<file path="src/rtl/core/tsac_pkg.sv">
// Shared constants and codes for the touch sample averaging and calibration block.
// No dependencies; every other file refers to it by scoped names.
`default_nettype none

package tsac_pkg;

    localparam int COORD_BITS_DEF    = 10;
    localparam int COEF_W            = 32;
    localparam int DIVR_W            = 31;
    localparam int CFG_IDX_W         = 3;
    localparam int CNT_W             = 3;
    localparam int SAMPLES_PER_POINT = 4;
    localparam int SCREEN_W          = 320;
    localparam int SCREEN_H          = 240;
    localparam int COORD_SCALE       = 1024;
    localparam int SCALE_SHIFT       = 10;
    localparam int DIVIDER_RESET     = 65536;

    localparam logic OP_SAMPLE = 1'b0;
    localparam logic OP_CHECK  = 1'b1;

    typedef enum logic [CFG_IDX_W-1:0] {
        REG_COEF_XX  = 3'd0,
        REG_COEF_XY  = 3'd1,
        REG_OFFSET_X = 3'd2,
        REG_COEF_YX  = 3'd3,
        REG_COEF_YY  = 3'd4,
        REG_OFFSET_Y = 3'd5,
        REG_DIVIDER  = 3'd6,
        REG_CAL_EN   = 3'd7
    } cfg_reg_t;

    typedef enum logic [1:0] {
        ACT_CONVERT  = 2'd0,
        ACT_CHECK    = 2'd1,
        ACT_WAIT_PEN = 2'd2
    } action_t;

endpackage

`default_nettype wire

</file>
<file path="src/rtl/core/tsac_mac.sv">
// Bit-serial multiply-accumulate: a*px + b*py + c, one bit of px/py per cycle, MSB first.
// Depends on tsac_pkg for the coefficient width.
`default_nettype none

module tsac_mac #(
    parameter int COORD_BITS = tsac_pkg::COORD_BITS_DEF
) (
    input  wire logic                                  clk,
    input  wire logic                                  rst_n,
    input  wire logic                                  start,
    input  wire logic signed [tsac_pkg::COEF_W-1:0]    coef_a,
    input  wire logic signed [tsac_pkg::COEF_W-1:0]    coef_b,
    input  wire logic signed [tsac_pkg::COEF_W-1:0]    offset,
    input  wire logic        [COORD_BITS-1:0]          px,
    input  wire logic        [COORD_BITS-1:0]          py,
    output logic                                       done,
    output logic signed      [tsac_pkg::COEF_W+COORD_BITS+1:0] acc
);

    localparam int AW = tsac_pkg::COEF_W + COORD_BITS + 2;
    localparam int CW = $clog2(COORD_BITS + 1);

    logic                   busy_reg, busy_next;
    logic                   done_reg, done_next;
    logic [CW-1:0]          cnt_reg, cnt_next;
    logic [COORD_BITS-1:0]  px_sh_reg, px_sh_next;
    logic [COORD_BITS-1:0]  py_sh_reg, py_sh_next;
    logic signed [AW-1:0]   acc_reg, acc_next;
    logic signed [AW-1:0]   term_a, term_b, offset_ext;

    assign term_a = px_sh_reg[COORD_BITS-1]
                  ? {{(AW-tsac_pkg::COEF_W){coef_a[tsac_pkg::COEF_W-1]}}, coef_a} : '0;
    assign term_b = py_sh_reg[COORD_BITS-1]
                  ? {{(AW-tsac_pkg::COEF_W){coef_b[tsac_pkg::COEF_W-1]}}, coef_b} : '0;
    assign offset_ext = {{(AW-tsac_pkg::COEF_W){offset[tsac_pkg::COEF_W-1]}}, offset};

    always_comb
    begin
        busy_next  = busy_reg;
        done_next  = 1'b0;
        cnt_next   = cnt_reg;
        px_sh_next = px_sh_reg;
        py_sh_next = py_sh_reg;
        acc_next   = acc_reg;
        if (start)
        begin
            busy_next  = 1'b1;
            cnt_next   = CW'(COORD_BITS);
            px_sh_next = px;
            py_sh_next = py;
            acc_next   = '0;
        end
        else if (busy_reg)
        begin
            if (cnt_reg != '0)
            begin
                // Horner step: double, then add the selected coefficients
                acc_next   = (acc_reg <<< 1) + term_a + term_b;
                px_sh_next = px_sh_reg << 1;
                py_sh_next = py_sh_reg << 1;
                cnt_next   = cnt_reg - CW'(1);
            end
            else
            begin
                acc_next  = acc_reg + offset_ext;
                busy_next = 1'b0;
                done_next = 1'b1;
            end
        end
    end

    always_ff @(posedge clk or negedge rst_n)
    begin
        if (!rst_n)
        begin
            busy_reg  <= 1'b0;
            done_reg  <= 1'b0;
            cnt_reg   <= '0;
            px_sh_reg <= '0;
            py_sh_reg <= '0;
            acc_reg   <= '0;
        end
        else
        begin
            busy_reg  <= busy_next;
            done_reg  <= done_next;
            cnt_reg   <= cnt_next;
            px_sh_reg <= px_sh_next;
            py_sh_reg <= py_sh_next;
            acc_reg   <= acc_next;
        end
    end

    assign done = done_reg;
    assign acc  = acc_reg;

endmodule

`default_nettype wire

</file>
<file path="src/rtl/core/tsac_div.sv">
// Restoring unsigned divider, one quotient bit per cycle, run for a chosen number of steps.
// Depends on tsac_pkg for the divisor width.
`default_nettype none

module tsac_div #(
    parameter int DW = 43,
    parameter int IW = 6
) (
    input  wire logic                          clk,
    input  wire logic                          rst_n,
    input  wire logic                          start,
    input  wire logic [DW-1:0]                 dividend,
    input  wire logic [tsac_pkg::DIVR_W-1:0]   divisor,
    input  wire logic [IW-1:0]                 iters,
    output logic                               done,
    output logic [DW-1:0]                      quotient
);

    localparam int RW = tsac_pkg::DIVR_W;

    logic            busy_reg, busy_next;
    logic            done_reg, done_next;
    logic [IW-1:0]   cnt_reg, cnt_next;
    logic [DW-1:0]   dvd_reg, dvd_next;
    logic [RW-1:0]   rem_reg, rem_next;
    logic [RW-1:0]   dvs_reg, dvs_next;
    logic [RW:0]     trial, diff;
    logic            fits;

    // remainder stays below the divisor, so the trial value fits RW+1 bits
    assign trial = {rem_reg, dvd_reg[DW-1]};
    assign diff  = trial - {1'b0, dvs_reg};
    assign fits  = !diff[RW];

    always_comb
    begin
        busy_next = busy_reg;
        done_next = 1'b0;
        cnt_next  = cnt_reg;
        dvd_next  = dvd_reg;
        rem_next  = rem_reg;
        dvs_next  = dvs_reg;
        if (start)
        begin
            busy_next = 1'b1;
            cnt_next  = iters;
            dvd_next  = dividend;
            rem_next  = '0;
            dvs_next  = divisor;
        end
        else if (busy_reg)
        begin
            rem_next = fits ? diff[RW-1:0] : trial[RW-1:0];
            dvd_next = {dvd_reg[DW-2:0], fits};
            cnt_next = cnt_reg - IW'(1);
            if (cnt_reg == IW'(1))
            begin
                busy_next = 1'b0;
                done_next = 1'b1;
            end
        end
    end

    always_ff @(posedge clk or negedge rst_n)
    begin
        if (!rst_n)
        begin
            busy_reg <= 1'b0;
            done_reg <= 1'b0;
            cnt_reg  <= '0;
            dvd_reg  <= '0;
            rem_reg  <= '0;
            dvs_reg  <= '0;
        end
        else
        begin
            busy_reg <= busy_next;
            done_reg <= done_next;
            cnt_reg  <= cnt_next;
            dvd_reg  <= dvd_next;
            rem_reg  <= rem_next;
            dvs_reg  <= dvs_next;
        end
    end

    assign done     = done_reg;
    assign quotient = dvd_reg;

endmodule

`default_nettype wire

</file>
<file path="src/rtl/core/touch_sample_average_calibrate.sv">
// Touch sample averaging and calibration, top level: registers, sequencer, output stage.
// Depends on tsac_pkg, tsac_mac (serial multiply-accumulate) and tsac_div (serial divider).
// A sample, a pen-up check or an uncalibrated check is registered into the output register on its
// transfer in, or into the holding entry while the output stalls; one such item per cycle while the
// output drains. A calibrated check runs two passes (screen x, then screen y), each through the
// bit-serial MAC and the divider: a quotient of 33+COORD_BITS bits for the affine step, then one of
// COORD_BITS+9 bits for the screen scaling; a zero divider or an out-of-range quotient cuts it short.
// Reset clears all state; divider resets to 65536, other configuration to zero; no clearing pass.
`default_nettype none

module touch_sample_average_calibrate #(
    parameter int COORD_BITS = tsac_pkg::COORD_BITS_DEF
) (
    input  wire logic                               clk,
    input  wire logic                               rst_n,
    // input stream
    input  wire logic                               s_tvalid,
    output logic                                    s_tready,
    // s_tdata from bit 0: x_sample, y_sample, x_up_bit, y_up_bit, zero fill
    input  wire logic [((2*COORD_BITS+2+7)/8)*8-1:0] s_tdata,
    // s_tuser: operation
    input  wire logic                               s_tuser,
    // result stream
    output logic                                    m_tvalid,
    input  wire logic                               m_tready,
    // m_tdata from bit 0: screen_x, screen_y, next_action, zero fill
    output logic [((2*COORD_BITS+2+7)/8)*8-1:0]     m_tdata,
    // m_tuser from bit 0: report_valid, touch
    output logic [1:0]                              m_tuser,
    // configuration writes
    input  wire logic                               cfg_valid,
    output logic                                    cfg_ready,
    input  wire logic [tsac_pkg::CFG_IDX_W-1:0]     cfg_index,
    input  wire logic [tsac_pkg::COEF_W-1:0]        cfg_data
);

    localparam int CB     = COORD_BITS;
    localparam int SUM_W  = CB + 2;
    localparam int PAY_W  = 2 * CB + 2;
    localparam int TD_W   = ((PAY_W + 7) / 8) * 8;
    localparam int AW     = tsac_pkg::COEF_W + CB + 2;  // signed affine sum
    localparam int MW     = AW - 1;                     // its magnitude
    localparam int IW     = $clog2(MW + 1);
    localparam int SN     = CB + tsac_pkg::SCALE_SHIFT - 1;  // bits of q*1024 below the clamp
    localparam int THR_XI = (tsac_pkg::SCREEN_W * (2 ** CB)) / tsac_pkg::COORD_SCALE;
    localparam int THR_YI = (tsac_pkg::SCREEN_H * (2 ** CB)) / tsac_pkg::COORD_SCALE;
    localparam logic [MW-1:0] THR_X = MW'(THR_XI);
    localparam logic [MW-1:0] THR_Y = MW'(THR_YI);
    localparam logic [tsac_pkg::CNT_W-1:0] SPP = tsac_pkg::CNT_W'(tsac_pkg::SAMPLES_PER_POINT);

    typedef enum logic [1:0] {
        ST_IDLE,
        ST_START,
        ST_MAC,
        ST_DIV
    } state_t;

    // ST_DIV covers both the affine division and the screen scaling; scale_reg tells which

    // ---------------- configuration registers ----------------
    logic signed [tsac_pkg::COEF_W-1:0] coef_xx_reg, coef_xy_reg, offset_x_reg;
    logic signed [tsac_pkg::COEF_W-1:0] coef_yx_reg, coef_yy_reg, offset_y_reg;
    logic [tsac_pkg::DIVR_W-1:0]        divider_reg;
    logic                               cal_en_reg;

    assign cfg_ready = 1'b1;

    always_ff @(posedge clk or negedge rst_n)
    begin
        if (!rst_n)
        begin
            coef_xx_reg  <= '0;
            coef_xy_reg  <= '0;
            offset_x_reg <= '0;
            coef_yx_reg  <= '0;
            coef_yy_reg  <= '0;
            offset_y_reg <= '0;
            divider_reg  <= tsac_pkg::DIVR_W'(tsac_pkg::DIVIDER_RESET);
            cal_en_reg   <= 1'b0;
        end
        else if (cfg_valid)
        begin
            case (tsac_pkg::cfg_reg_t'(cfg_index))
                tsac_pkg::REG_COEF_XX:  coef_xx_reg  <= cfg_data;
                tsac_pkg::REG_COEF_XY:  coef_xy_reg  <= cfg_data;
                tsac_pkg::REG_OFFSET_X: offset_x_reg <= cfg_data;
                tsac_pkg::REG_COEF_YX:  coef_yx_reg  <= cfg_data;
                tsac_pkg::REG_COEF_YY:  coef_yy_reg  <= cfg_data;
                tsac_pkg::REG_OFFSET_Y: offset_y_reg <= cfg_data;
                tsac_pkg::REG_DIVIDER:  divider_reg  <= cfg_data[tsac_pkg::DIVR_W-1:0];
                tsac_pkg::REG_CAL_EN:   cal_en_reg   <= cfg_data[0];
                default: ;
            endcase
        end
    end

    // ---------------- input fields ----------------
    logic [CB-1:0] in_x, in_y;
    logic          in_x_up, in_y_up, in_op;

    assign in_x    = s_tdata[CB-1:0];
    assign in_y    = s_tdata[2*CB-1:CB];
    assign in_x_up = s_tdata[2*CB];
    assign in_y_up = s_tdata[2*CB+1];
    assign in_op   = s_tuser;

    // ---------------- sequencer state ----------------
    state_t                      state_reg, state_next;
    logic                        sel_reg, sel_next;      // 0 screen x pass, 1 screen y pass
    logic                        scale_reg, scale_next;  // divider busy with the 1024/W step
    logic                        neg_reg, neg_next;
    logic [SUM_W-1:0]            x_sum_reg, x_sum_next;
    logic [SUM_W-1:0]            y_sum_reg, y_sum_next;
    logic [tsac_pkg::CNT_W-1:0]  cnt_reg, cnt_next;
    logic [CB-1:0]               px_reg, px_next;
    logic [CB-1:0]               py_reg, py_next;
    logic [CB-1:0]               sx_reg, sx_next;

    // output stage: one register plus one holding entry
    logic                        m_tvalid_reg, m_tvalid_next;
    logic [TD_W-1:0]             m_tdata_reg, m_tdata_next;
    logic [1:0]                  m_tuser_reg, m_tuser_next;
    logic                        pend_reg, pend_next;
    logic [TD_W-1:0]             hold_tdata_reg, hold_tdata_next;
    logic [1:0]                  hold_tuser_reg, hold_tuser_next;

    // ---------------- arithmetic units ----------------
    logic                               mac_start, mac_done;
    logic signed [AW-1:0]               mac_acc;
    logic signed [tsac_pkg::COEF_W-1:0] sel_a, sel_b, sel_c;
    logic                               div_start, div_done;
    logic [MW-1:0]                      div_dvd, div_quo;
    logic [tsac_pkg::DIVR_W-1:0]        div_dvs;
    logic [IW-1:0]                      div_iters;
    logic [MW-1:0]                      acc_mag;
    logic [SN-1:0]                      scaled;

    assign sel_a = sel_reg ? coef_yx_reg  : coef_xx_reg;
    assign sel_b = sel_reg ? coef_yy_reg  : coef_xy_reg;
    assign sel_c = sel_reg ? offset_y_reg : offset_x_reg;

    tsac_mac #(
        .COORD_BITS (COORD_BITS)
    ) u_mac (
        .clk    (clk),
        .rst_n  (rst_n),
        .start  (mac_start),
        .coef_a (sel_a),
        .coef_b (sel_b),
        .offset (sel_c),
        .px     (px_reg),
        .py     (py_reg),
        .done   (mac_done),
        .acc    (mac_acc)
    );

    tsac_div #(
        .DW (MW),
        .IW (IW)
    ) u_div (
        .clk      (clk),
        .rst_n    (rst_n),
        .start    (div_start),
        .dividend (div_dvd),
        .divisor  (div_dvs),
        .iters    (div_iters),
        .done     (div_done),
        .quotient (div_quo)
    );

    // |sum| is below 2**MW, so the magnitude never overflows
    assign acc_mag = mac_acc[AW-1] ? MW'(~mac_acc + AW'(1)) : mac_acc[MW-1:0];
    // quotient below the clamp threshold fits SN-SCALE_SHIFT bits; q*1024 placed at the top
    assign scaled  = {div_quo[SN-tsac_pkg::SCALE_SHIFT-1:0], {tsac_pkg::SCALE_SHIFT{1'b0}}};

    // ---------------- next-state logic ----------------
    logic              accept;
    logic              res_v;
    logic              res_rv, res_touch;
    logic [CB-1:0]     res_sx, res_sy;
    tsac_pkg::action_t res_act;
    logic [TD_W-1:0]   res_tdata;
    logic [1:0]        res_tuser;
    logic              coord_done;
    logic [CB-1:0]     coord_val;
    logic [CB-1:0]     px_now, py_now;

    assign s_tready = (state_reg == ST_IDLE) && !pend_reg;
    assign accept   = s_tvalid && s_tready;
    // swap axes and invert the new y: average = sum / 4
    assign px_now   = y_sum_reg[SUM_W-1:2];
    assign py_now   = ~x_sum_reg[SUM_W-1:2];

    assign res_tdata = TD_W'({res_act, res_sy, res_sx});
    assign res_tuser = {res_touch, res_rv};

    always_comb
    begin
        state_next = state_reg;
        sel_next   = sel_reg;
        scale_next = scale_reg;
        neg_next   = neg_reg;
        x_sum_next = x_sum_reg;
        y_sum_next = y_sum_reg;
        cnt_next   = cnt_reg;
        px_next    = px_reg;
        py_next    = py_reg;
        sx_next    = sx_reg;
        mac_start  = 1'b0;
        div_start  = 1'b0;
        div_dvd    = '0;
        div_dvs    = '0;
        div_iters  = '0;
        res_v      = 1'b0;
        res_rv     = 1'b0;
        res_touch  = 1'b0;
        res_sx     = '0;
        res_sy     = '0;
        res_act    = tsac_pkg::ACT_CONVERT;
        coord_done = 1'b0;
        coord_val  = '0;

        case (state_reg)
            ST_IDLE:
            begin
                if (accept)
                begin
                    res_v = 1'b1;
                    if (in_op == tsac_pkg::OP_SAMPLE)
                    begin
                        if (cnt_reg < SPP)
                        begin
                            x_sum_next = x_sum_reg + SUM_W'(in_x);
                            y_sum_next = y_sum_reg + SUM_W'(in_y);
                            cnt_next   = cnt_reg + tsac_pkg::CNT_W'(1);
                            res_act    = ((cnt_reg + tsac_pkg::CNT_W'(1)) < SPP)
                                       ? tsac_pkg::ACT_CONVERT : tsac_pkg::ACT_CHECK;
                        end
                        else
                        begin
                            // point already full: sample dropped
                            res_act = tsac_pkg::ACT_CHECK;
                        end
                    end
                    else
                    begin
                        x_sum_next = '0;
                        y_sum_next = '0;
                        cnt_next   = '0;
                        if (in_x_up || in_y_up)
                        begin
                            res_rv  = 1'b1;
                            res_act = tsac_pkg::ACT_WAIT_PEN;
                        end
                        else if (cnt_reg == '0)
                        begin
                            // pen down but nothing averaged: empty result
                        end
                        else if (!cal_en_reg)
                        begin
                            res_rv    = 1'b1;
                            res_touch = 1'b1;
                            res_sx    = px_now;
                            res_sy    = py_now;
                        end
                        else
                        begin
                            res_v      = 1'b0;
                            px_next    = px_now;
                            py_next    = py_now;
                            sel_next   = 1'b0;
                            state_next = ST_START;
                        end
                    end
                end
            end

            ST_START:
            begin
                mac_start  = 1'b1;
                state_next = ST_MAC;
            end

            ST_MAC:
            begin
                if (mac_done)
                begin
                    if (divider_reg == '0)
                    begin
                        // zero divider: quotient taken as zero
                        coord_done = 1'b1;
                    end
                    else
                    begin
                        div_start  = 1'b1;
                        div_dvd    = acc_mag;
                        div_dvs    = divider_reg;
                        div_iters  = IW'(MW);
                        neg_next   = mac_acc[AW-1];
                        scale_next = 1'b0;
                        state_next = ST_DIV;
                    end
                end
            end

            ST_DIV:
            begin
                if (div_done)
                begin
                    if (scale_reg)
                    begin
                        coord_done = 1'b1;
                        coord_val  = div_quo[CB-1:0];
                    end
                    else if (neg_reg || (div_quo == '0))
                    begin
                        // truncation toward zero keeps the result at or below zero
                        coord_done = 1'b1;
                    end
                    else if (div_quo >= (sel_reg ? THR_Y : THR_X))
                    begin
                        coord_done = 1'b1;
                        coord_val  = '1;
                    end
                    else
                    begin
                        div_start  = 1'b1;
                        div_dvd    = {scaled, {(MW-SN){1'b0}}};
                        div_dvs    = sel_reg ? tsac_pkg::DIVR_W'(tsac_pkg::SCREEN_H)
                                             : tsac_pkg::DIVR_W'(tsac_pkg::SCREEN_W);
                        div_iters  = IW'(SN);
                        scale_next = 1'b1;
                    end
                end
            end

            default:
            begin
                state_next = ST_IDLE;
            end
        endcase

        if (coord_done)
        begin
            if (!sel_reg)
            begin
                sx_next    = coord_val;
                sel_next   = 1'b1;
                state_next = ST_START;
            end
            else
            begin
                res_v      = 1'b1;
                res_rv     = 1'b1;
                res_touch  = 1'b1;
                res_sx     = sx_reg;
                res_sy     = coord_val;
                sel_next   = 1'b0;
                state_next = ST_IDLE;
            end
        end

        // output register and holding entry
        m_tvalid_next   = m_tvalid_reg;
        m_tdata_next    = m_tdata_reg;
        m_tuser_next    = m_tuser_reg;
        pend_next       = pend_reg;
        hold_tdata_next = hold_tdata_reg;
        hold_tuser_next = hold_tuser_reg;
        if (!m_tvalid_reg || m_tready)
        begin
            if (pend_reg)
            begin
                m_tvalid_next = 1'b1;
                m_tdata_next  = hold_tdata_reg;
                m_tuser_next  = hold_tuser_reg;
                pend_next     = 1'b0;
            end
            else if (res_v)
            begin
                m_tvalid_next = 1'b1;
                m_tdata_next  = res_tdata;
                m_tuser_next  = res_tuser;
            end
            else
            begin
                m_tvalid_next = 1'b0;
            end
        end
        else if (res_v)
        begin
            pend_next       = 1'b1;
            hold_tdata_next = res_tdata;
            hold_tuser_next = res_tuser;
        end
    end

    always_ff @(posedge clk or negedge rst_n)
    begin
        if (!rst_n)
        begin
            state_reg      <= ST_IDLE;
            sel_reg        <= 1'b0;
            scale_reg      <= 1'b0;
            neg_reg        <= 1'b0;
            x_sum_reg      <= '0;
            y_sum_reg      <= '0;
            cnt_reg        <= '0;
            px_reg         <= '0;
            py_reg         <= '0;
            sx_reg         <= '0;
            m_tvalid_reg   <= 1'b0;
            m_tdata_reg    <= '0;
            m_tuser_reg    <= '0;
            pend_reg       <= 1'b0;
            hold_tdata_reg <= '0;
            hold_tuser_reg <= '0;
        end
        else
        begin
            state_reg      <= state_next;
            sel_reg        <= sel_next;
            scale_reg      <= scale_next;
            neg_reg        <= neg_next;
            x_sum_reg      <= x_sum_next;
            y_sum_reg      <= y_sum_next;
            cnt_reg        <= cnt_next;
            px_reg         <= px_next;
            py_reg         <= py_next;
            sx_reg         <= sx_next;
            m_tvalid_reg   <= m_tvalid_next;
            m_tdata_reg    <= m_tdata_next;
            m_tuser_reg    <= m_tuser_next;
            pend_reg       <= pend_next;
            hold_tdata_reg <= hold_tdata_next;
            hold_tuser_reg <= hold_tuser_next;
        end
    end

    assign m_tvalid = m_tvalid_reg;
    assign m_tdata  = m_tdata_reg;
    assign m_tuser  = m_tuser_reg;

    // ---------------- checks ----------------
    // a held result only exists behind a full output register
    a_pend_behind_out: assert property (@(posedge clk) disable iff (!rst_n)
        pend_reg |-> m_tvalid_reg)
        else $error("holding entry used while output register empty");

    // no new result may arrive while one is already held
    a_no_result_on_pend: assert property (@(posedge clk) disable iff (!rst_n)
        pend_reg |-> !res_v)
        else $error("result produced while holding entry full");

    // the point never holds more than four samples
    a_count_bound: assert property (@(posedge clk) disable iff (!rst_n)
        cnt_reg <= SPP)
        else $error("sample count beyond one point");

    // no transfer in while a calibration pass is running
    a_busy_no_accept: assert property (@(posedge clk) disable iff (!rst_n)
        (state_reg != ST_IDLE) |-> !s_tready)
        else $error("input taken during calibration");

endmodule

`default_nettype wire
</file>
<file path="config.mk">
export PLATFORM = sky130hd
export DESIGN_NAME = touch_sample_average_calibrate
export DESIGN_NICKNAME = d
export VERILOG_FILES = /design/src/rtl/core/tsac_pkg.sv /design/src/rtl/core/tsac_mac.sv /design/src/rtl/core/tsac_div.sv /design/src/rtl/core/touch_sample_average_calibrate.sv
export SDC_FILE = /design/constraint.sdc
export NUM_CORES = 1
export LEC_CHECK = 0
export BUFFER_PORTS_ARGS = -buffer_cell sky130_fd_sc_hd__buf_4
export CAP_MARGIN = 25
export CELL_PAD_IN_SITES_DETAIL_PLACEMENT = 0
export CELL_PAD_IN_SITES_GLOBAL_PLACEMENT = 2
export CORE_MARGIN = 1
export CORE_UTILIZATION = 38
export CTS_CLUSTER_DIAMETER = 80
export DETAILED_ROUTE_END_ITERATION = 16
export PLACE_DENSITY_LB_ADDON = 0.1
export RECOVER_POWER = 100
export SYNTH_ARGS = -nofsm -noshare
export SYNTH_HDL_FRONTEND = slang
export SYNTH_SLANG_ARGS = --single-unit
</file>
<file path="constraint.sdc">
create_clock -name clk -period 4.7 [get_ports clk]
set_clock_uncertainty 0.05 [all_clocks]
set_input_delay 0.235 -clock clk [delete_from_list [all_inputs] [get_ports clk]]
set_output_delay 0.235 -clock clk [all_outputs]
set_load 0.1 [all_outputs]
</file>
# ---- After elaboration in Yosys (flattened, before gate mapping)
# Cells that the tools add are included.
dict set report classes {
  n_lt_le_gt_ge 3
  bitwise 7
  addsub 10
  reduce_logical 44
  muxes 160
  eq_ne 23
}
# cell n
set ops {}
lappend ops {{$mux W43} 9}
lappend ops {{$mux W10} 27}
lappend ops {{$mux W44} 5}
lappend ops {{$mux W31} 5}
lappend ops {{$mux W32} 3}
lappend ops {{$add A44 B44 Y44} 2}
lappend ops {{$pmux W43 S2} 1}
lappend ops {{$mux W1} 65}
lappend ops {{$pmux W31 S2} 1}
lappend ops {{$mux W9} 6}
lappend ops {{$mux W12} 4}
lappend ops {{$mux W24} 2}
lappend ops {{$add A44 B32 Y44} 1}
lappend ops {{$add A43 B2 Y43 const B} 1}
lappend ops {{$ge A43 B9 Y1} 1}
lappend ops {{$logic_not A43 Y1} 1}
lappend ops {{$not A43 Y43} 1}
lappend ops {{$sub A32 B31 Y32} 1}
lappend ops {{$logic_not A31 Y1} 1}
lappend ops {{$mux W2} 14}
lappend ops {{$add A12 B10 Y12} 2}
lappend ops {{$mux W6} 4}
lappend ops {{$reduce_and A2 Y1} 12}
lappend ops {{$reduce_bool A2 Y1} 11}
lappend ops {{other kinds (32)} 67}
dict set report totals {
  input_bits 65
  out_inout_bits 29
  wordCells 283
  ff_bits 521
}

# ---- Longest topological paths before layout
# Gate-level depths: netlist of run 1.
dict set report depth {
  ltp_word 11
  ltp_mapped 19
  ltp_nobuf 17
}

# ---- Cells and area by module
# Synthesis of run 1 repeated with hierarchy kept, for this count alone.
dict set report hier_totals {
  cells_unflattened 3342
  area_unflattened_um2 33347.0
}
# mod seq_area_each_um2 cells_each area_each_um2 instances
set by_module_without_submodules {}
lappend by_module_without_submodules {touch_sample_average_calibrate 8409.3 1511 17493.0 1}
lappend by_module_without_submodules {tsac_mac 1751.7 1058 9076.2 1}
lappend by_module_without_submodules {tsac_div 2827.7 773 6777.8 1}

# ---- Worst setup path before layout of run 1
# Ideal clock, no wire load.
dict set report synth_timing {
  kind {register to register}
  start {reg sel_reg}
  end {reg u_mac.acc_reg[37] (netlist: u_mac.acc[37])}
  setup_time_ns 0.126
  synth_period_minus_slack_ns 4.681
  required_ns 4.524
  setup_slack_ns 0.019
  arrival_time_ns 4.505
  n_path_buf 2
  path_stages_with_launch 20
  cell_sequence {dfrtp_1 -> clkbuf_1 -> buf_1 -> mux2_2 -> nand2_1 -> fa_1 -> inv_1 -> ha_1 -> inv_1 -> fa_1 -> nand2b_1 -> a21oi_1 -> o41a_1 -> a211oi_1 -> o31ai_1 -> a21oi_1 -> o21ai_0 -> a41oi_1 -> xnor2_1 -> a221o_1}
}
dict set report synth_between {
  elab_chain_len 7
  elab_cells_between_ends 11
  cone_classes {add/sub: 3; mux: 8}
}
# item line
set synth_lines {}
lappend synth_lines {{from (decl)} touch_sample_average_calibrate.sv:109} ;# logic sel_reg, sel_next;
lappend synth_lines {{from (signal assigned)} touch_sample_average_calibrate.sv:422} ;# sel_reg <= sel_next;
lappend synth_lines {{$mux W32} touch_sample_average_calibrate.sv:138} ;# assign sel_a = sel_reg ? coef_yx_reg : coef_xx_reg;
lappend synth_lines {{$mux W44} tsac_mac.sv:32} ;# ? {{(AW-tsac_pkg::COEF_W){coef_a[tsac_pkg::COEF_W-1]}}, coef_a} : '0;
lappend synth_lines {{$add A44 B44 Y44 (2 in series)} tsac_mac.sv:58} ;# acc_next = (acc_reg <<< 1) + term_a + term_b;
lappend synth_lines {{$mux W44 *} tsac_mac.sv:55} ;# if (cnt_reg != '0)
lappend synth_lines {{$mux W44 *} tsac_mac.sv:53} ;# else if (busy_reg)
lappend synth_lines {{$mux W44 *} tsac_mac.sv:45} ;# if (start)
lappend synth_lines {{to (signal assigned)} tsac_mac.sv:90} ;# acc_reg <= acc_next;
lappend synth_lines {{to (decl)} tsac_mac.sv:28} ;# logic signed [AW-1:0] acc_reg, acc_next;
# Mark *: on every way between the ends. The rest lies on a longest branch, timed or not. The select of a mux whose other input is x is not followed.
# A chain may end at the register's enable or synchronous reset.

# ---- Worst setup path in the final report of run 1
# Ends and elaborated chain as after synthesis.

==> results of run 1 <==
-- cell type report --
cell class                      instances  area (sq um)
Fill cell                            8205         46400
Antenna cell                            2          5.00
Timing Repair Buffer                  266          2010
Clock inverter                         31           379
Tap cell                             1134          1420
Clock buffer                           90          1890
Sequential cell                       519         13000
Inverter                              226           848
Multi-Input combinational cell       2377         17900
-- cell families (layout without fill, tap and decap cells) --
logic type | after synthesis | after routing | share of synthesized area
fa+ha+maj | 202 | 202 | 0.0892
flops | 519 | 519 | 0.402
mux | 415 | 415 | 0.142
simple gates | 766 | 766 | 0.111
other cells | 2 | 5 | 0.000233
buf+inv | 389 | 613 | 0.0473
compound gates | 824 | 824 | 0.162
xor+xnor | 167 | 167 | 0.0455
-- layer usage --
metal	track usage	vias up	wire, um
li1	-	12000	-
met1	0.342	12800	49100
met2	0.370	447	45500
met3	0.0242	94	3130
met4	0.0480	0	1760
met5	0	-	0
-- power groups by stage --
stage | clock network [mW] | registers [mW] | logic (mW)
2_1_floorplan | 0 | 6.95 | 8.80
3_3_place_gp | 0 | 6.88 | 12.4
3_5_place_dp | 0 | 6.92 | 12.5
4_1_cts | 5.43 | 6.86 | 12.6
5_1_grt | 5.59 | 7.01 | 13.9
6_report | 5.30 | 6.85 | 12.6
-- worst max-delay path: stages (launching register included) --
cell	delay, ps
dfrtp_4	520
buf_12	180
buf_12	170
mux2_2	220
nand2_1	70
fa_1	500
inv_1	50
ha_1	350
a21oi_2	180
o21ai_1	120
a221o_1	380
a21oi_2	190
o31ai_1	100
buf_4	180
a21oi_2	190
o21ai_0	120
buf_4	180
a41oi_2	210
xnor2_1	90
a221o_1	320
-- layout by cell type, fill, tap and decap left out, types with 36 or more instances in the layout --
master	count
a21o_1	60
a21oi_1	216
buf_4	162
clkbuf_1	58
clkbuf_16	67
dfrtp_1	515
dlygate4sd3_1	40
fa_1	47
ha_1	154
inv_1	225
mux2_2	351
mux2i_1	64
nand2_1	331
nand3_1	40
nor2_1	161
nor3_1	44
o21ai_0	224
o31ai_1	50
xnor2_1	130
xor2_1	36
-- final timing paths --
kind,start,end,cells after the start
max,sel_reg$_DFFE_PN0P_,u_mac.acc[37]$_DFFE_PN0P_,19
min,s_tdata[12],y_sum_reg[2]$_DFFE_PN0P_,4
max reg2reg,sel_reg$_DFFE_PN0P_,u_mac.acc[37]$_DFFE_PN0P_,19
min reg2reg,hold_tdata_reg[4]$_DFFE_PN0P_,hold_tdata_reg[4]$_DFFE_PN0P_,2
max in group asynchronous,rst_n,sel_reg$_DFFE_PN0P_,3
min in group asynchronous,rst_n,coef_yy_reg[16]$_DFFE_PN0P_,2
-- stage by stage --
| stage | power, mW | TNS (ps) |
|---|---|---|
| global route | 26.5 | 0 |
| global placement | 19.2 | 0 |
| finish | 24.7 | 0 |
| CTS | 24.9 | 0 |
| floorplan | 15.8 | 0 |
| detailed placement | 19.4 | -73.0 |
-- repair_timing --
action	in CTS	in global routing
endpoints found under the hold margin	327	0
endpoints found under the setup margin	1	16
buffers inserted	0	1
cloned	0	0
pin swaps	0	1
gates resized for setup	2	21
hold buffers	40	0
==> reports/qor.yml, run 1 <==
grt_pass1_vias: 25700
outcome: "complete, but fails checks"
drc: 0
reg2reg_slack_ps: 200
tightest_slew_ps: 3070
die_h_um: 293
fin_ws_ps: 203
vias: 25400
clockBufferDepth: 3
place.gp.congestion: 0.896
grt_max_degree: 117
worstSetupPathType: "reg -> reg"
synth_area_leader_cell: "dfrtp_1"
fin_area_sq_mm: 0.0374
hold_viol_final: 0
rows: 106
ys_types: 90
ctsRootBufferMaster: "clkbuf_16"
critPathRequiredTime_ps: 5160
dp.cells: 4479
async_flop_share: 1.00
h-tree-depth: 3
numCtsBuffers: 67
synth_edf_count: 0
p_switching_mw: 10.7
insertion_delay_ps: 640
dieArea_sq_mm: 0.0861
grt_antenna_before_repair: 1
period_share: 0.957
dr.pass1.iters: 5
grt_pass1_wl_um: 156000
finalSetupViolCount: 0
wl_per_cell_um: 21.4
cp.arrival_ps: 4960
yosys.cell_count.top_type: "dfrtp_1"
area_delta_synth_final_pct: 15.9
yosysWarnings: 0
rsz0062_at_grt: "no"
largest_reg_flops: 44
finalHoldWorstSlack_ps: 38.6
final_nets: 3724
wl_um: 99500
antenna_left: 0
combinationalPowerShare: 0.508
instances_no_fill: 4645
crit_path_max_fanout: 20
vias_per_cell: 5.46
synth-seq-cells: 519
portBuffers: 88
layout_min_cycle_time_ps: 4500
endpoint_kind: "flop"
gr-total-overflow: 0
maxSlewHeadroom: -1.05
track_usage: 0.233
yosys.area.top_type_share: 0.401
violations: "capacitance limit, slew limit"
cts_tree: "done"
cap_violations: 8
slew_violations: 355
io_pins: 94
cts.sinks: 519
power_frac_seq: 0.277
min_path_type: "in -> reg"
utilization: 0.446
yosysSeqAreaShare: 0.402
p_int_mw: 14.0
syn_inst: 3284
dpl_worst_slack_ps: -73.0
dpl_cell_area_sq_mm: 0.0349
die_w_um: 293
core_sq_mm: 0.0838
drive_above_1_share: 0.198
power_frac_clock: 0.214
synth.avg_cell_area_sq_um: 9.83
switching_share: 0.435
initial_utilization: 0.385
syn-cell-area_sq_mm: 0.0323
synthTopCellsByCount: "518 x dfrtp_1, 351 x mux2_2, 331 x nand2_1"
drt_iter0_drc: 1571
leakage_nw: 17.0
clkTransAtPathRegs_ps: 60
synth-main-ff-cell: "dfrtp_1"
vdd_ir_drop_max_mv: 0.367
synth_area_leaders: "dfrtp_1 40%, mux2_2 12%, ha_1 6.0%"
max_freq_ghz: 0.222
p_per_area_mw_per_mm2: 660
dp_hpwl_um: 72700
startpoint_type: "flop"
Power figures use the tool's default switching activity.
==> run 2, diff against run 1 <==
--- a/config.mk
+++ b/config.mk
@@ -5,12 +5,13 @@
 export SDC_FILE = /design/constraint.sdc
 export NUM_CORES = 1
 export LEC_CHECK = 0
+export ABC_AREA = 1
 export BUFFER_PORTS_ARGS = -buffer_cell sky130_fd_sc_hd__buf_4
 export CAP_MARGIN = 25
 export CELL_PAD_IN_SITES_DETAIL_PLACEMENT = 0
 export CELL_PAD_IN_SITES_GLOBAL_PLACEMENT = 2
 export CORE_MARGIN = 1
-export CORE_UTILIZATION = 38
+export CORE_UTILIZATION = 33
 export CTS_CLUSTER_DIAMETER = 80
 export DETAILED_ROUTE_END_ITERATION = 16
 export PLACE_DENSITY_LB_ADDON = 0.1
==> reports/qor.yml, run 2 <==
outcome: "complete, but fails checks"
dp_hpwl_um: 103000
top_layer_used: "met5"
dpl_cell_area_sq_mm: 0.0366
core_sq_mm: 0.102
yosys.cell_count.top_type: "nand2_1"
yosysSeqAreaShare: 0.379
n_fill_cell: 11300
instances_no_fill: 6354
die_h_um: 324
clockBufferDepth: 3
place.gp.congestion: 0.911
hold_viol_final: 0
wl_per_cell_um: 21.3
synth_area_leader_cell: "dfrtp_1"
p_total_mw: 30.2
portBuffers: 88
die_w_um: 324
initial_utilization: 0.335
dp.cells: 6208
endpoint_kind: "flop"
cp.arrival_ps: 4850
numCtsBuffers: 69
crit_path_max_fanout: 30
period_share: 0.937
grt_pass1_wl_um: 204000
tightest_slew_ps: 3280
rsz0062_at_grt: "no"
slew_violations: 867
synth_area_leaders: "dfrtp_1 38%, nand2_1 15%, o21ai_0 9.0%"
final_nets: 5198
p_per_area_mw_per_mm2: 778
drive_above_1_share: 0.0548
violations: "capacitance limit, slew limit"
layout_min_cycle_time_ps: 4400
syn-cell-area_sq_mm: 0.0343
final_common_cell: "nand2_1"
cap_violations: 12
clkTransAtPathRegs_ps: 60
gr-total-overflow: 0
cts_hold_buf: 17
yosysWarnings: 0
route.met3.wl_um: 7070
rows: 117
ctsRootBufferMaster: "clkbuf_16"
finalSetupViolCount: 0
cts_resized: 0
worstSetupPathType: "reg -> reg"
drc: 0
multiInputGateArea_sq_mm: 0.0186
setup_tns_ps: 0
grt_pass1_vias: 31400
max_freq_ghz: 0.227
vias: 32500
layout_common_cells: "1361 x nand2_1, 651 x o21ai_0, 522 x nor2_1"
yosys.area.top_type_share: 0.378
syn_inst: 4858
antenna_left: 0
maxSlewHeadroom: -1.18
m1WireLength_um: 67300
vdd_ir_drop_max_mv: 0.486
grt_max_degree: 120
dr.pass1.iters: 6
insertion_delay_ps: 630
h-tree-depth: 3
critPathRequiredTime_ps: 5140
seq_area_sq_mm: 0.0130
track_usage: 0.255
wl_met2_um: 58100
grt_antenna_before_repair: 3
synthTopCellsByCount: "1362 x nand2_1, 618 x o21ai_0, 524 x nor2_1"
async_flop_share: 1.00
dieArea_sq_mm: 0.105
cts.sinks: 519
min_path_type: "in -> reg"
synth_edf_count: 0
ys_types: 59
vias_per_cell: 5.12
area_delta_synth_final_pct: 13.3
largest_reg_flops: 44
synth-main-ff-cell: "dfrtp_1"
post-cts-setup-buffers: 0
wl_um: 135000
synth.avg_cell_area_sq_um: 7.06
cts_tree: "done"
drt_iter0_drc: 2660
io_pins: 94
startpoint_type: "flop"
leakage_nw: 18.8
fin_area_sq_mm: 0.0389
n_antenna_cell: 0
synth-seq-cells: 519
run 2: changes by cell type in the layout (fill, tap and decap cells not counted), moves of 22 or more:
cell | previous run | this run
inv_1 | 225 | 509
mux2_2 | 351 | 2
a211oi_1 | 27 | 4
nor2_1 | 161 | 522
a21o_1 | 60 | 12
o31ai_1 | 50 | 3
nand3_1 | 40 | 264
o21ai_0 | 224 | 651
dlygate4sd3_1 | 40 | 18
nand2_1 | 331 | 1361
mux2i_1 | 64 | 0
buf_4 | 162 | 102
nand4_1 | 28 | 55
xnor2_1 | 130 | 10
run 2: stage by stage:
stage,hold slack [ps],worst slack [ps],utilization
after floorplan,-111,681,-
after global placement,87.9,442,0.357
after detailed placement,88.6,389,0.357
after CTS,3.12,365,0.382
after global routing,2.63,2.29,0.379
final,24.8,295,0.379
run 2: layout make-up:
| cell class | count | share of cell area |
|---|---|---|
| multi-input combinational | 3645 | 0.478 |
| sequential | 519 | 0.334 |
| clock buffer | 100 | 0.0509 |
| inverter | 518 | 0.0501 |
| tap | 1368 | 0.0440 |
| timing repair buffer | 178 | 0.0323 |
| clock inverter | 26 | 0.0109 |
run 2: routing by layer:
layer | vias to the layer above | track usage
met1 | 15600 | 0.384
met4 | 2 | 0.0558
met3 | 118 | 0.0360
met2 | 748 | 0.381
met5 | - | 0
li1 | 16000 | -
run 2: critical path, cell delays in order (launching register included):
cell and delay, ps:
dfrtp_4 540, clkinv_2 150, buf_4 360, o21ai_0 220
fa_1 540, inv_1 40, ha_1 430, nand2_1 150
nor2_1 230, nand2_1 150, nor4_1 550, nand3_1 290
nand4_1 180, nand3_1 80, nand3_1 160, o21ai_0 100
run 2: logic make-up (layout without fill, tap and decap cells):
| family | Yosys count | in the layout | synth area share |
|---|---|---|---|
| AOI/OAI and AO/OA | 1067 | 1067 | 0.168 |
| DFF | 519 | 519 | 0.379 |
| other | 2 | 3 | 0.000219 |
| xor gates and xnor gates | 48 | 48 | 0.0123 |
| muxes | 2 | 2 | 0.000657 |
| adders and majority gates | 202 | 202 | 0.0840 |
| and+or+nand+nor | 2323 | 2323 | 0.277 |
| buffers and inverters | 695 | 822 | 0.0798 |
run 2: final timing paths:
check / start / endpoint / slack, ps / depth (start not counted)
setup / recovery: sel_reg$_DFFE_PN0P_ / u_mac.acc[38]$_DFFE_PN0P_ / 300 / 15
hold / removal: cfg_data[8] / offset_y_reg[8]$_DFFE_PN0P_ / 20 / 3
setup reg to reg: sel_reg$_DFFE_PN0P_ / u_mac.acc[38]$_DFFE_PN0P_ / 300 / 15
hold reg to reg: coef_yy_reg[6]$_DFFE_PN0P_ / coef_yy_reg[6]$_DFFE_PN0P_ / 430 / 2
max in group asynchronous: rst_n / sel_reg$_DFFE_PN0P_ / 990 / 3
min in group asynchronous: rst_n / u_mac.acc[40]$_DFFE_PN0P_ / 710 / 2
run 2: power breakdown:
group	total (mW)	switching, mW	leakage (nW)	internal [mW]
clock network	5.69	2.20	1.17	3.49
logic	17.7	12.2	11.0	5.47
registers	6.85	1.08	6.67	5.77
==> run 3, diff against run 2 <==
==> constraint.sdc (replaced) <==
create_clock -name clk -period 4 [get_ports clk]
set_clock_uncertainty 0.05 [all_clocks]
set_input_delay 0.2 -clock clk [delete_from_list [all_inputs] [get_ports clk]]
set_output_delay 0.2 -clock clk [all_outputs]
set_load 0.1 [all_outputs]
==> reports/qor.yml, run 3 (synthesis results as in run 2) <==
outcome: "complete, but fails checks"
violations: "capacitance limit, slew limit"
switching_share: 0.495
antenna_left: 0
p_switching_mw: 20.0
initial_utilization: 0.335
grt_max_degree: 88
portBuffers: 88
holdPathEnd: "offset_y_reg[30]$_DFFE_PN0P_"
combinationalPowerShare: 0.641
ff2ff_path_depth: 21
final_nets: 5486
drt_iter0_drc: 2543
leakage_nw: 20.4
final_common_cell: "nand2_1"
largest_reg_flops: 44
layout_common_cells: "1326 x nand2_1, 557 x o21ai_0, 517 x dfrtp_1"
rows: 117
area_delta_synth_final_pct: 23.7
wl_per_cell_um: 20.9
cts.sinks: 519
gr-total-overflow: 0
maxSlewHeadroom: -1.08
dieArea_sq_mm: 0.105
dr.pass1.iters: 5
critPathRequiredTime_ps: 4480
slew_violations: 511
cap_violations: 8
period_share: 0.971
die_w_um: 324
p_per_area_mw_per_mm2: 950
drive_above_1_share: 0.145
grt_pass1_vias: 31700
vdd_ir_drop_max_mv: 0.666
ctsRootBufferMaster: "clkbuf_16"
place.gp.congestion: 0.907
rr_startpoint: "u_mac.py_sh_reg[9]$_DFFE_PN0P_"
n_fill_cell: 11100
power_frac_clock: 0.161
crit_path_max_fanout: 6
insertion_delay_ps: 650
wl_um: 139000
p_int_mw: 20.3
finalSetupViolCount: 0
vias_per_cell: 5.02
clockBufferDepth: 3
cp.arrival_ps: 4370
min_path_cells: 3
grt_pass1_wl_um: 206000
vias: 33300
setup_tns_ps: 0
drc: 0
h-tree-depth: 3
startpoint_type: "flop"
cts_tree: "done"
io_pins: 94
max_freq_ghz: 0.257
min_path_type: "in -> reg"
layout_min_cycle_time_ps: 3890
grt_antenna_before_repair: 2
die_h_um: 324
tightest_slew_ps: 3130
clkTransAtPathRegs_ps: 60
track_usage: 0.259
dp_hpwl_um: 107000
hp-start: "cfg_data[30]"
power_frac_seq: 0.198
hold_viol_final: 0
numCtsBuffers: 68
n_antenna_cell: 0
reg2reg_slack_ps: 110
rr_endpoint: "u_mac.acc[43]$_DFFE_PN0P_"
endpoint_kind: "flop"
core_sq_mm: 0.102
rsz0062_at_grt: "yes"
finalHoldWorstSlack_ps: 21.8
worstSetupPathType: "reg -> reg"
run 3: cell types whose count changed in the layout (fill, tap and decap cells not counted), moves of 25 or more:
| cell | before | now |
|---|---|---|
| o21ai_0 | 651 | 557 |
| nor2_2 | 4 | 36 |
| a21oi_1 | 235 | 191 |
| nand2_2 | 6 | 33 |
| ha_1 | 155 | 130 |
| nor2_1 | 522 | 475 |
| nand3_1 | 264 | 239 |
| nand2_1 | 1361 | 1326 |
| buf_4 | 102 | 345 |
| a21oi_2 | 0 | 39 |
| dlygate4sd3_1 | 18 | 46 |
| o21ai_1 | 9 | 88 |
run 3: worst max path at each step:
stage,startpoint,to,cells after the start
after floorplan,sel_reg$_DFFE_PN0P_,u_mac.acc[21]$_DFFE_PN0P_,23
after global placement,sel_reg$_DFFE_PN0P_,u_mac.acc[41]$_DFFE_PN0P_,19
after detailed placement,sel_reg$_DFFE_PN0P_,u_mac.acc[43]$_DFFE_PN0P_,21
after CTS,sel_reg$_DFFE_PN0P_,u_mac.acc[43]$_DFFE_PN0P_,23
after global routing,u_mac.py_sh_reg[9]$_DFFE_PN0P_,u_mac.acc[37]$_DFFE_PN0P_,20
final,u_mac.py_sh_reg[9]$_DFFE_PN0P_,u_mac.acc[43]$_DFFE_PN0P_,21
run 3: power by group through the flow:
stage / Clock [mW] / Sequential [mW] / Combinational [mW]
2_1_floorplan: 0 / 7.81 / 13.8
6_report: 6.51 / 7.99 / 25.8
3_5_place_dp: 0 / 8.03 / 23.6
3_3_place_gp: 0 / 8.03 / 23.6
4_1_cts: 6.67 / 7.96 / 24.0
5_1_grt: 6.84 / 8.16 / 28.6
run 3: through the flow:
stage	utilization	instance area (sq um)	total power [mW]	setup slack (ps)	cells
final	0.414	42400	40.3	114	6640
after CTS	0.405	41500	38.6	-24.2	6624
after detailed placement	0.376	38600	31.7	-84.7	6455
after floorplan	-	34300	21.6	24.3	4859
after global routing	0.414	42400	43.6	-77.5	6640
after global placement	0.376	38500	31.6	-47.3	6454
run 3: per-layer routing:
layer | part of all wire | global-route usage | up-vias
li1 | - | - | 16600
met1 | 0.50 | 0.388 | 15900
met2 | 0.43 | 0.385 | 696
met3 | 0.056 | 0.0445 | 130
met4 | 0.020 | 0.0565 | 0
met5 | 0 | 0 | -
run 3: final cells by class:
| class | count | area, sq um | share of cell area |
|---|---|---|---|
| Sequential cell | 519 | 13000 | 0.306 |
| Tap cell | 1368 | 1710 | 0.0403 |
| Multi-Input combinational cell | 3645 | 19700 | 0.463 |
| Clock buffer | 93 | 1900 | 0.0447 |
| Timing Repair Buffer | 467 | 3770 | 0.0889 |
| Inverter | 518 | 1960 | 0.0463 |
| Clock inverter | 30 | 454 | 0.0107 |
run 3: timing repair:
action	CTS	global route
pin swaps	6	63
buffers inserted	0	13
gates cloned	0	2
resized for setup	40	289
endpoints found under the hold margin	240	0
hold buffers	46	0
setup endpoints to repair	17	33
run 3: worst max-delay path, stage by stage, from the launching register on:
cell and delay [ps]:
dfrtp_1 400, clkinvlp_4 240, buf_6 200, nor3_4 190, buf_6 170, clkinvlp_4 190, buf_6 170, fa_1 500
inv_1 70, ha_4 230, buf_4 140, nand2_4 80, o21ai_1 150, a21oi_4 190, nor2_2 50, nor2_2 140
nand3_4 110, a21oi_2 140, o21ai_1 80, buf_4 140, nand3_1 80, nand2_1 60
